==> src/rtl/core/cpi_pkg.sv <==
`timescale 1ns / 1ps
package cpi_pkg;
   localparam int COORD_WIDTH = 24;
   localparam int RADIUS_WIDTH = 23;
   localparam int RR_WIDTH = 2 * RADIUS_WIDTH;
   localparam int ROOT_WIDTH = RADIUS_WIDTH;

   // one circle request, fields in transfer order (center_x at the MSB end)
   typedef struct packed {
      logic [COORD_WIDTH-1:0]  center_x;
      logic [COORD_WIDTH-1:0]  center_y;
      logic [COORD_WIDTH-1:0]  center_z;
      logic [RADIUS_WIDTH-1:0] radius;
   } circle_req_type;

   // one waypoint
   typedef struct packed {
      logic [COORD_WIDTH-1:0] point_x;
      logic [COORD_WIDTH-1:0] point_y;
      logic [COORD_WIDTH-1:0] point_z;
      logic                   last_point;
   } waypoint_rsp_type;
endpackage

==> src/rtl/core/cpi_sqrt.sv <==
`timescale 1ns / 1ps
// Pipelined floor square root: one result bit per stage, stall-aware.
module cpi_sqrt
   import cpi_pkg::*;
#(
   parameter int TAG_WIDTH = 8
) (
   input  logic                  clock,
   input  logic                  reset,
   input  logic                  advance,
   input  logic                  in_valid,
   input  logic [RR_WIDTH-1:0]   in_rad,
   input  logic [TAG_WIDTH-1:0]  in_tag,
   output logic                  out_valid,
   output logic [ROOT_WIDTH-1:0] out_root,
   output logic [TAG_WIDTH-1:0]  out_tag
);
   localparam int N = ROOT_WIDTH;
   logic [N:0]            vld_ff;
   logic [RR_WIDTH-1:0]   rem_ff [N+1];
   logic [ROOT_WIDTH-1:0] res_ff [N+1];
   logic [TAG_WIDTH-1:0]  tag_ff [N+1];

   always_ff @(posedge clock) begin
      if (reset) begin
         vld_ff <= '0;
      end else if (advance) begin
         vld_ff <= {vld_ff[N-1:0], in_valid};
      end
   end

   always_ff @(posedge clock) begin
      if (advance) begin
         rem_ff[0] <= in_rad;
         res_ff[0] <= '0;
         tag_ff[0] <= in_tag;
      end
   end

   for (genvar i = 0; i < N; i++) begin : g_stage
      localparam int B = N - 1 - i;
      logic [RR_WIDTH+1:0] trial_in;
      logic [RR_WIDTH+1:0] rem_ext;
      always_comb begin
         trial_in = ({2'b0, RR_WIDTH'(res_ff[i])} << (B + 1))
                  + ({{(RR_WIDTH+1){1'b0}}, 1'b1} << (2 * B));
         rem_ext = {2'b0, rem_ff[i]};
      end
      always_ff @(posedge clock) begin
         if (advance) begin
            tag_ff[i+1] <= tag_ff[i];
            if (rem_ext >= trial_in) begin
               rem_ff[i+1] <= RR_WIDTH'(rem_ext - trial_in);
               res_ff[i+1] <= res_ff[i] | (ROOT_WIDTH'(1) << B);
            end else begin
               rem_ff[i+1] <= rem_ff[i];
               res_ff[i+1] <= res_ff[i];
            end
         end
      end
   end

   assign out_valid = vld_ff[N];
   assign out_root  = res_ff[N];
   assign out_tag   = tag_ff[N];
endmodule

==> config.mk <==
export PLATFORM = sky130hd
export DESIGN_NAME = cpi_sqrt
export DESIGN_NICKNAME = d
export VERILOG_FILES = /design/src/rtl/core/cpi_pkg.sv /design/src/rtl/core/cpi_sqrt.sv
export SDC_FILE = /design/constraint.sdc
export NUM_CORES = 2
export LEC_CHECK = 0
export ABC_AREA = 1
export BUFFER_PORTS_ARGS = -buffer_cell sky130_fd_sc_hd__clkbuf_2
export CAP_MARGIN = 30
export CORE_MARGIN = 2
export CORE_UTILIZATION = 58
export CTS_CLUSTER_DIAMETER = 150
export DETAILED_ROUTE_END_ITERATION = 8
export PLACE_DENSITY_LB_ADDON = 0.2
export SLEW_MARGIN = 20
export SYNTH_ARGS = -nofsm -noshare
export SYNTH_HDL_FRONTEND = slang
export SYNTH_SLANG_ARGS = --single-unit
==> constraint.sdc <==
create_clock -name clock -period 3 [get_ports clock]
set_input_delay 0.3 -clock clock [delete_from_list [all_inputs] [get_ports clock]]
set_output_delay 0.3 -clock clock [all_outputs]
set_load 0.005 [all_outputs]
==> results_dict.tcl <==
set metrics [dict create \
    antenna_found_initial 3 \
    ant_nets 0 \
    fmax_mhz 351 \
    syn_avg_cell_area_um2 9.19 \
    die_h_um 378 \
    grt_pass1_vias 59000 \
    synth_top_area_cell "edfxtp_1" \
    place_area_mm2 0.0843 \
    worstPathArrival_ns 3.40 \
    grt_usage 0.320 \
    vdd.ir_drop.worst_uv 938 \
    setup_violations 0 \
    port_buffers 89 \
    synth_edf_count 1526 \
    row_count 137 \
    async_reset_ff_frac 0 \
    cp_max_fo 23 \
    multi_input_area_mm2 0.0290 \
    crit_required_ns 3.55 \
    outcome "complete, no violations" \
    start_util 0.583 \
    root_buffer "clkbuf_16" \
    firstDrtPassIters 6 \
    worst-setup-path-type "reg2reg" \
    syn-num-nets 9195 \
    path_clk_slew_ns 0.07 \
    worstMarginPinSlew_ns 0.984 \
    finalWorstSetupSlack_ns 0.151 \
    maxCapViolations 0 \
    ys_ff_latch 1550 \
    end_kind "flip-flop" \
    place.gp.congestion 1.02 \
    finalInstanceArea_mm2 0.0902 \
    leakage_uw 0.0388 \
    area_growth_pct 11.0 \
    io_pins 90 \
    numCtsBuffers 161 \
    via_per_inst 5.55 \
    synth_top_area_frac 0.564 \
    slew-limit-headroom 0.344 \
    synth_flop_cell "edfxtp_1" \
    synth_area_leaders "edfxtp_1 56%, nand2_1 11%, inv_1 6.5%" \
    layout_commonest_cell "nand2_1" \
    ys.warnings.count 0 \
    fillers 11200 \
    cts_tree "built" \
    nets 9496 \
    grt_pass1_wl_um 346000 \
    final_cell_mix "2423 x nand2_1, 1526 x edfxtp_1, 1406 x inv_1" \
    pre_cts_ws_ns 0.161 \
    cts_setup_buffers 0 \
    drcViolationCount 0 \
    period_minus_slack_ns 2.85 \
    grt_overflow 0 \
    dieArea_mm2 0.143 \
    yosysUniqueCellTypes 60 \
    cts_htree_levels 4 \
    wl_um 229000 \
    p_per_area_mw_per_mm2 677 \
    cp-start-kind "flip-flop" \
    hp-class "in2reg" \
    synthCells 8841 \
    vias 61900 \
    clk_path_buf_depth 3 \
    drt_iter0_markers 6875 \
    ff_latch_area_mm2 0.0463 \
    drive_above_1_share 0.0605 \
    die_x_um 378 \
    whs_ns 0.193 \
    wl_per_cell_um 20.6 \
    clkSinkCount 1550 \
    hold_viol_final 0 \
    dp_hpwl_um 176000 \
    grt_max_degree 168 \
    clk_latency_ns 0.84 \
    coreArea_mm2 0.139 \
    slew_viol_final 0 \
    synth_area_mm2 0.0813 \
    utilization 0.647 \
    fin_setup_tns_ns 0 \
    synth-seq-area-share 0.570 \
    timing.final.crit_share 0.950 \
    clock_skew_ns 0.0904 \
]
## report_power, final
part           switching (uW)  leakage [uW]  internal [uW]
Sequential               1900        0.0149          26700
Clock                    8780       0.00257          11200
Combinational            8520        0.0214           4020
Total                   19200        0.0388          41900
## registers in the layout (all words and copies together), names as in the netlist
| register | flops |
|---|---|
| rem_ff | 1058 |
| res_ff | 276 |
| tag_ff | 192 |
| vld_ff | 24 |
## metal layers
| layer | track usage | part of all wire | wire length (um) | vias to the layer above |
|---|---|---|---|---|
| met5 | 0 | 0.000057 | 13 | - |
| met4 | 0.126 | 0.041 | 9340 | 2 |
| met3 | 0.0409 | 0.071 | 16300 | 465 |
| met2 | 0.522 | 0.46 | 107000 | 2613 |
| met1 | 0.438 | 0.42 | 97100 | 29000 |
| li1 | - | - | - | 29800 |
## metrics by stage
step	power [uW]	cells
finish	61100	11200
global route	63800	11200
CTS	61100	11200
detailed placement	41100	10800
global placement	41000	10800
floorplan	36600	8841
## critical path: stages (launching register included)
cell and delay [ns]:
edfxtp_1 0.51, inv_1 0.08, ha_1 0.36, nand2_1 0.12, nor2_1 0.18, nand2_1 0.15
nor2_1 0.13, nand4_1 0.16, nand3_1 0.12, buf_4 0.26, nor2_1 0.06, a21oi_1 0.49
## synth_stat cells, drive strengths merged, types with 13 or more instances
| library cell | instances |
|---|---|
| ha | 296 |
| inv | 1424 |
| or2 | 13 |
| o21bai | 27 |
| edfxtp | 1526 |
| a21boi | 17 |
| clkbuf | 31 |
| nand3 | 492 |
| nand4 | 187 |
| dfxtp | 24 |
| a21oi | 303 |
| xor2 | 131 |
| nor4 | 83 |
| nor3 | 138 |
| buf | 65 |
| nand3b | 43 |
| nor2 | 1051 |
| o21ai | 332 |
| nand2 | 2443 |
| a21o | 17 |
| xnor2 | 148 |
## layout make-up
cell class / instances / area share
Multi-Input combinational cell: 5770 / 0.321
Sequential cell: 1550 / 0.513
Inverter: 1425 / 0.0593
Antenna cell: 3 / 0.0000832
Clock inverter: 100 / 0.0124
Tap cell: 1876 / 0.0260
Timing Repair Buffer: 234 / 0.0209
Clock buffer: 195 / 0.0467
## final timing paths
check | slack [ns] | startpoint | endpoint | cells after the start
max | 0.15 | res_ff[1][42] | rem_ff[2][127] | 11
min | 0.19 | in_rad[5] | rem_ff[0][5] | 2
max reg2reg | 0.15 | res_ff[1][42] | rem_ff[2][127] | 11
min reg2reg | 0.40 | tag_ff[2][25] | tag_ff[3][1] | 0
## cells by family (layout without fill, tap and decap cells)
family | Yosys count | in the layout | synth area share
AND/OR/NAND/NOR | 4479 | 4479 | 0.233
XOR/XNOR | 279 | 279 | 0.0301
flip-flops | 1550 | 1550 | 0.570
buffers and inverters | 1521 | 1954 | 0.0738
other | 0 | 3 | 0
AO/OA/AOI/OAI | 716 | 716 | 0.0480
adder cells (fa/ha/maj) | 296 | 296 | 0.0456
## repair_timing
action	4_1_cts	5_1_grt
endpoints found under the hold margin	83	0
hold buffers	58	0
resized for setup	0	1
setup endpoints to repair	0	2
Power figures use the tool's default switching activity.
